## src/rtl/core/tgr_pkg.sv

```systemverilog
package tgr_pkg;

    localparam int COORD_W = 13;
    localparam int DIM_W   = 12;
    localparam int TIME_W  = 48;
    localparam int LP_W    = 24;
    localparam int CFG_W   = 24;
    localparam int IDX_W   = 3;
    localparam int DELTA_W = COORD_W + 1;

    localparam int S_TDATA_W = 80;
    localparam int M_TDATA_W = 32;

    localparam logic [DIM_W-1:0] RST_SCREEN_WIDTH  = 12'd1072;
    localparam logic [DIM_W-1:0] RST_SCREEN_HEIGHT = 12'd1448;
    localparam logic [DIM_W-1:0] RST_STRIP_HEIGHT  = 12'd80;
    localparam logic [DIM_W-1:0] RST_TAP_SLOP      = 12'd20;
    localparam logic [DIM_W-1:0] RST_SWIPE_DIST    = 12'd80;
    localparam logic [LP_W-1:0]  RST_LONG_PRESS    = 24'd500000;

    typedef enum logic [3:0] {
        ACT_NONE      = 4'd0,
        ACT_PAGE_BACK = 4'd1,
        ACT_PAGE_FWD  = 4'd2,
        ACT_BACK      = 4'd3,
        ACT_CONFIRM   = 4'd4,
        ACT_UI_ITEM   = 4'd5,
        ACT_LEFT      = 4'd6,
        ACT_RIGHT     = 4'd7,
        ACT_UP        = 4'd8,
        ACT_DOWN      = 4'd9
    } action_t;

    typedef enum logic [IDX_W-1:0] {
        REG_SCREEN_WIDTH  = 3'd0,
        REG_SCREEN_HEIGHT = 3'd1,
        REG_STRIP_HEIGHT  = 3'd2,
        REG_TAP_SLOP      = 3'd3,
        REG_SWIPE_DIST    = 3'd4,
        REG_LONG_PRESS    = 3'd5
    } cfg_index_t;

    typedef struct packed {
        logic [DIM_W-1:0] screen_width;
        logic [DIM_W-1:0] screen_height;
        logic [DIM_W-1:0] tap_slop;
        logic [DIM_W-1:0] swipe_distance;
        logic [LP_W-1:0]  long_press_us;
        logic [DIM_W-1:0] half_width;
        logic [DIM_W-1:0] left_col;
        logic [DIM_W-1:0] right_col;
        logic [DIM_W-1:0] strip_top;
        logic             zone_ok;
    } cfg_t;

    typedef struct packed {
        logic                      touch_down;
        logic signed [COORD_W-1:0] pos_x;
        logic signed [COORD_W-1:0] pos_y;
        logic [TIME_W-1:0]         time_us;
        logic                      reader_mode;
    } item_t;

    typedef struct packed {
        action_t                   action;
        logic                      press;
        logic                      release_res;
        logic signed [COORD_W-1:0] origin_x;
        logic signed [COORD_W-1:0] origin_y;
    } res_t;

    // floor(v/10) by reciprocal, exact for v below 2^15
    function automatic logic [DIM_W-1:0] div10(input logic [14:0] v);
        logic [31:0] p;
        p = 32'(v) * 32'd52429;
        return p[30:19];
    endfunction

    function automatic logic [DIM_W-1:0] width_frac(input logic [DIM_W-1:0] w,
                                                     input logic [2:0] tenths);
        logic [14:0] m;
        m = 15'(w) * 15'(tenths);
        return div10(m);
    endfunction

endpackage

```

## src/rtl/core/tgr_cfg.sv

```systemverilog
module tgr_cfg (
    input  logic                        aclk,
    input  logic                        aresetn,
    input  logic                        cfg_wr_en,
    input  logic [tgr_pkg::IDX_W-1:0]   cfg_wr_index,
    input  logic [tgr_pkg::CFG_W-1:0]   cfg_wr_data,
    output tgr_pkg::cfg_t               cfg
);
    import tgr_pkg::*;

    logic [DIM_W-1:0] width_reg, width_next;
    logic [DIM_W-1:0] height_reg, height_next;
    logic [DIM_W-1:0] strip_reg, strip_next;
    logic [DIM_W-1:0] slop_reg, slop_next;
    logic [DIM_W-1:0] swipe_reg, swipe_next;
    logic [LP_W-1:0]  long_press_reg, long_press_next;

    // zone boundaries, loaded together with the registers above
    logic [DIM_W-1:0] half_reg, left_col_reg, right_col_reg, strip_top_reg;
    logic             zone_ok_reg;

    always_comb begin
        width_next      = width_reg;
        height_next     = height_reg;
        strip_next      = strip_reg;
        slop_next       = slop_reg;
        swipe_next      = swipe_reg;
        long_press_next = long_press_reg;
        if (cfg_wr_en) begin
            unique case (cfg_index_t'(cfg_wr_index))
                REG_SCREEN_WIDTH:  width_next      = cfg_wr_data[DIM_W-1:0];
                REG_SCREEN_HEIGHT: height_next     = cfg_wr_data[DIM_W-1:0];
                REG_STRIP_HEIGHT:  strip_next      = cfg_wr_data[DIM_W-1:0];
                REG_TAP_SLOP:      slop_next       = cfg_wr_data[DIM_W-1:0];
                REG_SWIPE_DIST:    swipe_next      = cfg_wr_data[DIM_W-1:0];
                REG_LONG_PRESS:    long_press_next = cfg_wr_data[LP_W-1:0];
                default: ;
            endcase
        end
    end

    always_ff @(posedge aclk) begin
        if (!aresetn) begin
            width_reg      <= RST_SCREEN_WIDTH;
            height_reg     <= RST_SCREEN_HEIGHT;
            strip_reg      <= RST_STRIP_HEIGHT;
            slop_reg       <= RST_TAP_SLOP;
            swipe_reg      <= RST_SWIPE_DIST;
            long_press_reg <= RST_LONG_PRESS;
            half_reg       <= RST_SCREEN_WIDTH >> 1;
            left_col_reg   <= width_frac(RST_SCREEN_WIDTH, 3'd3);
            right_col_reg  <= width_frac(RST_SCREEN_WIDTH, 3'd7);
            strip_top_reg  <= RST_SCREEN_HEIGHT - RST_STRIP_HEIGHT;
            zone_ok_reg    <= 1'b1;
        end else begin
            width_reg      <= width_next;
            height_reg     <= height_next;
            strip_reg      <= strip_next;
            slop_reg       <= slop_next;
            swipe_reg      <= swipe_next;
            long_press_reg <= long_press_next;
            half_reg       <= width_next >> 1;
            left_col_reg   <= width_frac(width_next, 3'd3);
            right_col_reg  <= width_frac(width_next, 3'd7);
            strip_top_reg  <= height_next - strip_next;
            zone_ok_reg    <= (width_next != '0) && (height_next > strip_next);
        end
    end

    always_comb begin
        cfg.screen_width   = width_reg;
        cfg.screen_height  = height_reg;
        cfg.tap_slop       = slop_reg;
        cfg.swipe_distance = swipe_reg;
        cfg.long_press_us  = long_press_reg;
        cfg.half_width     = half_reg;
        cfg.left_col       = left_col_reg;
        cfg.right_col      = right_col_reg;
        cfg.strip_top      = strip_top_reg;
        cfg.zone_ok        = zone_ok_reg;
    end

endmodule

```

## src/rtl/core/tgr_zone.sv

```systemverilog
module tgr_zone (
    input  tgr_pkg::cfg_t                        cfg,
    input  logic signed [tgr_pkg::COORD_W-1:0]   begin_x,
    input  logic signed [tgr_pkg::COORD_W-1:0]   begin_y,
    input  logic                                 reader_mode,
    output tgr_pkg::action_t                     zone
);
    import tgr_pkg::*;

    logic [DIM_W-1:0] xu;
    logic [DIM_W-1:0] yu;
    logic             off_screen;

    assign xu = begin_x[DIM_W-1:0];
    assign yu = begin_y[DIM_W-1:0];
    assign off_screen = begin_x[COORD_W-1] || begin_y[COORD_W-1] ||
                        (xu >= cfg.screen_width) || (yu >= cfg.screen_height);

    always_comb begin
        if (!cfg.zone_ok || off_screen) begin
            zone = ACT_NONE;
        end else if (yu >= cfg.strip_top) begin
            if (reader_mode) begin
                zone = (xu < cfg.half_width) ? ACT_PAGE_BACK : ACT_PAGE_FWD;
            end else begin
                zone = (xu < cfg.half_width) ? ACT_BACK : ACT_CONFIRM;
            end
        end else if (!reader_mode) begin
            zone = ACT_UI_ITEM;
        end else if (xu < cfg.left_col) begin
            zone = ACT_PAGE_BACK;
        end else if (xu >= cfg.right_col) begin
            zone = ACT_PAGE_FWD;
        end else begin
            zone = ACT_CONFIRM;
        end
    end

endmodule

```

## src/rtl/core/tgr_engine.sv

```systemverilog
module tgr_engine (
    input  logic              aclk,
    input  logic              aresetn,
    input  tgr_pkg::cfg_t     cfg,
    input  logic              in_valid,
    input  tgr_pkg::item_t    in_item,
    output logic              in_take,
    output logic              m_valid,
    input  logic              m_ready,
    output tgr_pkg::res_t     m_res
);
    import tgr_pkg::*;

    logic                      active_reg, active_next;
    logic                      hold_fired_reg, hold_fired_next;
    logic signed [COORD_W-1:0] begin_x_reg, begin_x_next;
    logic signed [COORD_W-1:0] begin_y_reg, begin_y_next;
    logic [TIME_W-1:0]         begin_time_reg, begin_time_next;
    action_t                   held_code_reg, held_code_next;

    logic                      out_valid_reg, out_valid_next;
    res_t                      res_reg, res_next;

    logic                      load;
    action_t                   zone;
    logic signed [DELTA_W-1:0] dx, dy;
    logic [COORD_W-1:0]        adx, ady;
    logic                      in_slop;
    logic [TIME_W:0]           elapsed;
    logic                      long_ok;
    action_t                   act;
    logic                      pr, rl;

    tgr_zone u_zone (
        .cfg         (cfg),
        .begin_x     (begin_x_reg),
        .begin_y     (begin_y_reg),
        .reader_mode (in_item.reader_mode),
        .zone        (zone)
    );

    assign in_take = !out_valid_reg || m_ready;
    assign load    = in_valid && in_take;

    always_comb begin
        dx  = DELTA_W'(in_item.pos_x) - DELTA_W'(begin_x_reg);
        dy  = DELTA_W'(in_item.pos_y) - DELTA_W'(begin_y_reg);
        adx = dx[DELTA_W-1] ? COORD_W'(-dx) : COORD_W'(dx);
        ady = dy[DELTA_W-1] ? COORD_W'(-dy) : COORD_W'(dy);
        in_slop = (adx <= COORD_W'(cfg.tap_slop)) && (ady <= COORD_W'(cfg.tap_slop));
        // borrow out of the top marks time running backwards
        elapsed = {1'b0, in_item.time_us} - {1'b0, begin_time_reg};
        long_ok = !elapsed[TIME_W] &&
                  (elapsed[TIME_W-1:0] >= TIME_W'(cfg.long_press_us));
    end

    always_comb begin
        active_next     = active_reg;
        hold_fired_next = hold_fired_reg;
        begin_x_next    = begin_x_reg;
        begin_y_next    = begin_y_reg;
        begin_time_next = begin_time_reg;
        held_code_next  = held_code_reg;
        act = ACT_NONE;
        pr  = 1'b0;
        rl  = 1'b0;

        if (in_item.touch_down && !active_reg) begin
            active_next     = 1'b1;
            hold_fired_next = 1'b0;
            begin_x_next    = in_item.pos_x;
            begin_y_next    = in_item.pos_y;
            begin_time_next = in_item.time_us;
            held_code_next  = ACT_NONE;
        end else if (active_reg) begin
            if (in_item.touch_down) begin
                if (!hold_fired_reg && in_slop && long_ok) begin
                    held_code_next = zone;
                    if (zone != ACT_NONE) begin
                        hold_fired_next = 1'b1;
                        act = zone;
                        pr  = 1'b1;
                    end
                end
            end else begin
                if (hold_fired_reg) begin
                    act = held_code_reg;
                    rl  = 1'b1;
                end else if (in_slop) begin
                    act = zone;
                    pr  = 1'b1;
                    rl  = 1'b1;
                end else if ((adx >= COORD_W'(cfg.swipe_distance)) && (adx > ady)) begin
                    if (in_item.reader_mode) begin
                        act = dx[DELTA_W-1] ? ACT_PAGE_FWD : ACT_PAGE_BACK;
                    end else begin
                        act = dx[DELTA_W-1] ? ACT_RIGHT : ACT_LEFT;
                    end
                    pr = 1'b1;
                    rl = 1'b1;
                end else if (!in_item.reader_mode &&
                             (ady >= COORD_W'(cfg.swipe_distance))) begin
                    act = dy[DELTA_W-1] ? ACT_DOWN : ACT_UP;
                    pr  = 1'b1;
                    rl  = 1'b1;
                end
                // end the gesture
                active_next     = 1'b0;
                hold_fired_next = 1'b0;
                begin_time_next = '0;
                held_code_next  = ACT_NONE;
            end
        end

        res_next = '0;
        if (act != ACT_NONE) begin
            res_next.action      = act;
            res_next.press       = pr;
            res_next.release_res = rl;
            res_next.origin_x    = begin_x_reg;
            res_next.origin_y    = begin_y_reg;
        end

        if (load) begin
            out_valid_next = 1'b1;
        end else if (m_ready) begin
            out_valid_next = 1'b0;
        end else begin
            out_valid_next = out_valid_reg;
        end
    end

    always_ff @(posedge aclk) begin
        if (!aresetn) begin
            active_reg     <= 1'b0;
            hold_fired_reg <= 1'b0;
            begin_x_reg    <= '0;
            begin_y_reg    <= '0;
            begin_time_reg <= '0;
            held_code_reg  <= ACT_NONE;
            out_valid_reg  <= 1'b0;
        end else begin
            out_valid_reg <= out_valid_next;
            if (load) begin
                active_reg     <= active_next;
                hold_fired_reg <= hold_fired_next;
                begin_x_reg    <= begin_x_next;
                begin_y_reg    <= begin_y_next;
                begin_time_reg <= begin_time_next;
                held_code_reg  <= held_code_next;
            end
        end
    end

    always_ff @(posedge aclk) begin
        if (load) begin
            res_reg <= res_next;
        end
    end

    assign m_valid = out_valid_reg;
    assign m_res   = res_reg;

    a_empty_is_zero: assert property (@(posedge aclk) disable iff (!aresetn)
        (out_valid_reg && (res_reg.action == ACT_NONE)) |-> (res_reg == '0))
        else $error("empty dispatch carries nonzero fields");

    a_hold_needs_gesture: assert property (@(posedge aclk) disable iff (!aresetn)
        hold_fired_reg |-> active_reg)
        else $error("long press held without an active gesture");

    a_held_code_fired: assert property (@(posedge aclk) disable iff (!aresetn)
        (held_code_reg != ACT_NONE) |-> hold_fired_reg)
        else $error("held action stored but long press not fired");

    a_press_starts_hold: assert property (@(posedge aclk) disable iff (!aresetn)
        (load && res_next.press && !res_next.release_res) |=> hold_fired_reg)
        else $error("lone press without long press state");

    a_release_ends: assert property (@(posedge aclk) disable iff (!aresetn)
        (load && res_next.release_res) |=> !active_reg)
        else $error("gesture still active after a release");

endmodule

```

## src/rtl/core/touch_gesture_recognizer_top.sv

```systemverilog
// Touch gesture recognizer: tap, long press and swipe from a stream of touch frames.
//
// Input channel (s_*): one touch frame per transfer. s_tdata carries touch_down,
// pos_x, pos_y and time_us; s_tuser carries reader_mode. Result channel (m_*): one
// dispatch per frame, in frame order: action, press, release_res, origin_x,
// origin_y. An empty dispatch is all zeros.
// Configuration: cfg_wr_en writes cfg_wr_data into register cfg_wr_index at the
// clock edge (0 width, 1 height, 2 bottom strip, 3 tap slop, 4 swipe distance,
// 5 long press time). Write only while no frame is in flight.
// Path: a frame accepted into the input register moves on to the result register,
// which drives m_tvalid. Throughput: one frame per cycle while m_tready is high;
// the gesture state updates in the same cycle the result register loads.
// Stall: while m_tready is low the result register holds and the input register
// fills, so s_tready drops only once both are occupied.
// Reset (aresetn low, synchronous): registers return to their defaults, the
// gesture ends and both register stages empty.
module touch_gesture_recognizer_top (
    input  logic                              aclk,
    input  logic                              aresetn,
    input  logic                              s_tvalid,
    output logic                              s_tready,
    // touch_down[0], pos_x[13:1], pos_y[26:14], time_us[74:27], zero fill
    input  logic [tgr_pkg::S_TDATA_W-1:0]     s_tdata,
    // reader_mode[0]
    input  logic                              s_tuser,
    output logic                              m_tvalid,
    input  logic                              m_tready,
    // action[3:0], press[4], release_res[5], origin_x[18:6], origin_y[31:19]
    output logic [tgr_pkg::M_TDATA_W-1:0]     m_tdata,
    input  logic                              cfg_wr_en,
    input  logic [tgr_pkg::IDX_W-1:0]         cfg_wr_index,
    input  logic [tgr_pkg::CFG_W-1:0]         cfg_wr_data
);
    import tgr_pkg::*;

    cfg_t  cfg;
    logic  in_valid_reg, in_valid_next;
    item_t in_item_reg;
    item_t s_item;
    logic  in_take;
    logic  s_xfer;
    res_t  m_res;

    assign s_item.touch_down  = s_tdata[0];
    assign s_item.pos_x       = s_tdata[13:1];
    assign s_item.pos_y       = s_tdata[26:14];
    assign s_item.time_us     = s_tdata[74:27];
    assign s_item.reader_mode = s_tuser;

    assign s_tready = !in_valid_reg || in_take;
    assign s_xfer   = s_tvalid && s_tready;

    always_comb begin
        if (s_xfer) begin
            in_valid_next = 1'b1;
        end else if (in_take) begin
            in_valid_next = 1'b0;
        end else begin
            in_valid_next = in_valid_reg;
        end
    end

    always_ff @(posedge aclk) begin
        if (!aresetn) begin
            in_valid_reg <= 1'b0;
        end else begin
            in_valid_reg <= in_valid_next;
        end
    end

    always_ff @(posedge aclk) begin
        if (s_xfer) begin
            in_item_reg <= s_item;
        end
    end

    tgr_cfg u_cfg (
        .aclk         (aclk),
        .aresetn      (aresetn),
        .cfg_wr_en    (cfg_wr_en),
        .cfg_wr_index (cfg_wr_index),
        .cfg_wr_data  (cfg_wr_data),
        .cfg          (cfg)
    );

    tgr_engine u_engine (
        .aclk     (aclk),
        .aresetn  (aresetn),
        .cfg      (cfg),
        .in_valid (in_valid_reg),
        .in_item  (in_item_reg),
        .in_take  (in_take),
        .m_valid  (m_tvalid),
        .m_ready  (m_tready),
        .m_res    (m_res)
    );

    assign m_tdata = {m_res.origin_y, m_res.origin_x, m_res.release_res,
                      m_res.press, m_res.action};

endmodule

```

## config.mk

```make
export PLATFORM = sky130hd
export DESIGN_NAME = touch_gesture_recognizer_top
export DESIGN_NICKNAME = d
export VERILOG_FILES = /design/src/rtl/core/tgr_pkg.sv /design/src/rtl/core/tgr_cfg.sv /design/src/rtl/core/tgr_zone.sv /design/src/rtl/core/tgr_engine.sv /design/src/rtl/core/touch_gesture_recognizer_top.sv
export SDC_FILE = /design/constraint.sdc
export NUM_CORES = 1
export LEC_CHECK = 0
export ABC_CLOCK_PERIOD_IN_PS = 19880
export BUFFER_PORTS_ARGS = -buffer_cell sky130_fd_sc_hd__buf_2
export CAP_MARGIN = 20
export CORE_UTILIZATION = 44
export DETAILED_ROUTE_END_ITERATION = 7
export GPL_TIMING_DRIVEN = 0
export PLACE_DENSITY = 0.71
export SLEW_MARGIN = 25
export SYNTH_ARGS = -nofsm -noshare
export SYNTH_HDL_FRONTEND = slang
export SYNTH_SLANG_ARGS = --single-unit
export TNS_END_PERCENT = 10
```

## constraint.sdc

```tcl
create_clock -name aclk -period 19.88 [get_ports aclk]
set_clock_uncertainty 0.1 [all_clocks]
set_input_delay 1.988 -clock aclk [delete_from_list [all_inputs] [get_ports aclk]]
set_output_delay 1.988 -clock aclk [all_outputs]
set_load 0.01 [all_outputs]
```

==> metrics <==
Sink Count 309; number of detailed-route iterations in the first pass 6; H-tree Lvls 2; Tot GR Track Use 22.2%; worst stage delay on the critical path 0.66 ns; worst hold path class register to register; Max Buffers Root-to-Sink 3; layout cell share with drive strength beyond 1 7.78%; area of the core 61,600 µm²; total I/O pin count 147; sequential share of the synthesized area 26.5%; status finished, final reports clean; Post-Syn Nets 3,809; # setup viols final 0; total CTS buffers 38; sequential share of power 16.6%; routability cong. 0.952; chip height 252 µm; CP max FO 11; nets 3,993; Synth Cell Area 27,400 µm²; post-route clock period utilization 63.7%; post-synthesis async set-or-reset flop share 0%; WS Path Type input pin to register; CP Launch Type input pin; Worst-Skew Late Latency 0.56 ns; Hold-fix buffers, CTS 0; Root Buffer clkbuf_16; EDFF count, synth 108; Avg Vias per Cell 5.34; Top cell by count, worst path inv_1; max FFs per register 76; first-iteration detailed-routing DRC count 1,351; grt total ovfl 0; Hold Path Cell Cnt 2; DP HPWL 56,600 µm; Slowest-stage cell, CP xnor2_1; Worst-path clk slew 0.06 ns; Comb pwr share 67.1%; P&R area growth vs syn 11.3%; first-pass GRT wire length 112,000 µm; Final ANT Viol Nets 0; # diodes 0; pin count of the biggest net entering global routing 40; RSZ-0062 raised after global routing no; Slew headroom 31.7%; via count of the first global-routing pass 21,300; FF-to-FF path depth 43; final instance area 30,500 µm²; Critical Path End Type register; Post-Syn Instances 3,089; die area 63,300 µm²; setup TNS 0 ns; Final min period 12.67 ns; Worst EP required 20.19 ns; # Max-Cap Violations 0; Die W 252 µm; floorplan row count 91; clock power share 16.3%; register bit total from synthesis 309; # resized after CTS 0; post-DR wirelength/cell 16.9 µm; switching power 1.96 mW; initial antenna violation count 1; Initial Util 44.5%; DRC 0; drt total wl 69,900 µm; Max VDD drop 0.243 mV; Warnings, synthesis 0; Slew Viols, Final 0; syn avg cell area 8.87 µm²; Post-synth top flop dfxtp_1; Sw Share 44.5%; Fmax 78.9 MHz; Pleak 13.8 nW; I/O Buffers 141; Power Internal 2.45 mW; CTS tree built; Worst-Margin Slew 1.03 ns; Arr. time, crit path 12.98 ns; final hold viol count 0; Vias 22,100; setup repair bufs after CTS 0; Power Dens Cells 144 nW/µm²; dpl cell area 29,200 µm²; synth unique cells 88
final cells by class:
class	count	area (µm²)
Fill cell	5840	31100
Clock inverter	15	165
Sequential cell	309	7270
Tap cell	837	1050
Buffer	77	304
Timing Repair Buffer	144	761
Multi-Input combinational cell	2235	18100
Clock buffer	54	1100
Inverter	468	1760
synthesized netlist by cell type, types with 58 or more instances:
cell type | number | area (µm²)
dfxtp_1 | 201 | 4020
nor2_1 | 231 | 867
inv_1 | 465 | 1750
edfxtp_1 | 108 | 3240
ha_1 | 486 | 6080
fa_1 | 121 | 2420
o21ai_0 | 105 | 526
xnor2_1 | 93 | 815
clkbuf_1 | 69 | 259
a21o_1 | 58 | 435
a21oi_1 | 205 | 1030
nand2_1 | 271 | 1020
critical path: cells and delay by family:
kind,cells,cell delay (ns)
adders and majority gates,10,4.11
AOI/OAI and AO/OA,13,2.63
and+or+nand+nor,11,1.66
buffers and inverters,9,1.14
xor gates and xnor gates,2,0.81
muxes,1,0.61
metrics by stage:
step	utilization, %	std cells	total power, mW	setup WS, ns	hold WS (ns)
2_1_floorplan	-	3089	3.01	7.44	0.334
3_3_place_gp	47.3	4067	3.61	4.60	0.343
3_5_place_dp	47.5	4070	3.68	6.61	0.346
4_1_cts	49.5	4139	4.45	7.12	0.355
5_1_grt	49.5	4139	4.96	6.35	0.369
6_report	49.5	4139	4.40	7.21	0.354
final timing paths:
path                                           from  slack, ns                     end
worst min register to register  u_cfg.swipe_reg[11]       0.35     u_cfg.swipe_reg[11]
worst max-delay path                cfg_wr_index[0]       7.21  u_cfg.right_col_reg[6]
worst min-delay path            u_cfg.swipe_reg[11]       0.35     u_cfg.swipe_reg[11]
worst max register to register   u_cfg.width_reg[0]       9.02  u_cfg.right_col_reg[6]
metal layers:
layer | GRT usage [%] | vias to the layer above | routed length (µm)
met3 | 2.67 | 100 | 3240
met5 | 0 | - | 12
met1 | 29.6 | 10500 | 32100
met4 | 5.64 | 2 | 1530
met2 | 38.1 | 467 | 33100
li1 | - | 11000 | -
placed cells by master, fill, tap and decap left out, types with 9 or more instances in the layout:
cell type	n
nor3_1	47
fa_1	121
o21a_1	33
mux2i_1	25
inv_1	465
ha_1	486
o21bai_1	24
or3_1	15
xor2_1	41
nand4_1	25
clkbuf_16	40
a31oi_1	9
xnor2_1	93
a22oi_1	50
nor4_1	14
a211oi_1	26
nand3_1	50
o21ai_0	105
and3_1	13
nor2_1	231
buf_2	141
nor3b_1	10
o211ai_1	32
dfxtp_1	201
and2_1	16
a21o_1	58
nor2b_1	27
edfxtp_1	108
a21oi_1	205
or2_2	16
o31ai_1	13
clkbuf_1	77
o2111ai_1	12
nand2b_1	36
nand2_1	271
a2111oi_0	10
power groups by stage:
| stage | Clock [mW] | Combinational, mW | Sequential [mW] |
|---|---|---|---|
| floorplan | 0 | 2.27 | 0.739 |
| global placement | 0 | 2.87 | 0.745 |
| detailed placement | 0 | 2.94 | 0.744 |
| CTS | 0.733 | 2.98 | 0.731 |
| global route | 0.757 | 3.47 | 0.734 |
| finish | 0.719 | 2.96 | 0.731 |
logic make-up (layout without fill, tap and decap cells):
| kind of cell | Yosys count | in the layout | share of synthesized area [%] |
|---|---|---|---|
| AO/OA/AOI/OAI | 665 | 665 | 15.9 |
| XOR/XNOR | 134 | 134 | 4.28 |
| adder cells (fa/ha/maj) | 608 | 608 | 31.1 |
| buffers and inverters | 545 | 758 | 7.51 |
| flip-flops | 309 | 309 | 26.5 |
| multiplexers | 29 | 29 | 1.07 |
| AND/OR/NAND/NOR | 799 | 799 | 13.6 |
(Power assumes the default switching activity.)
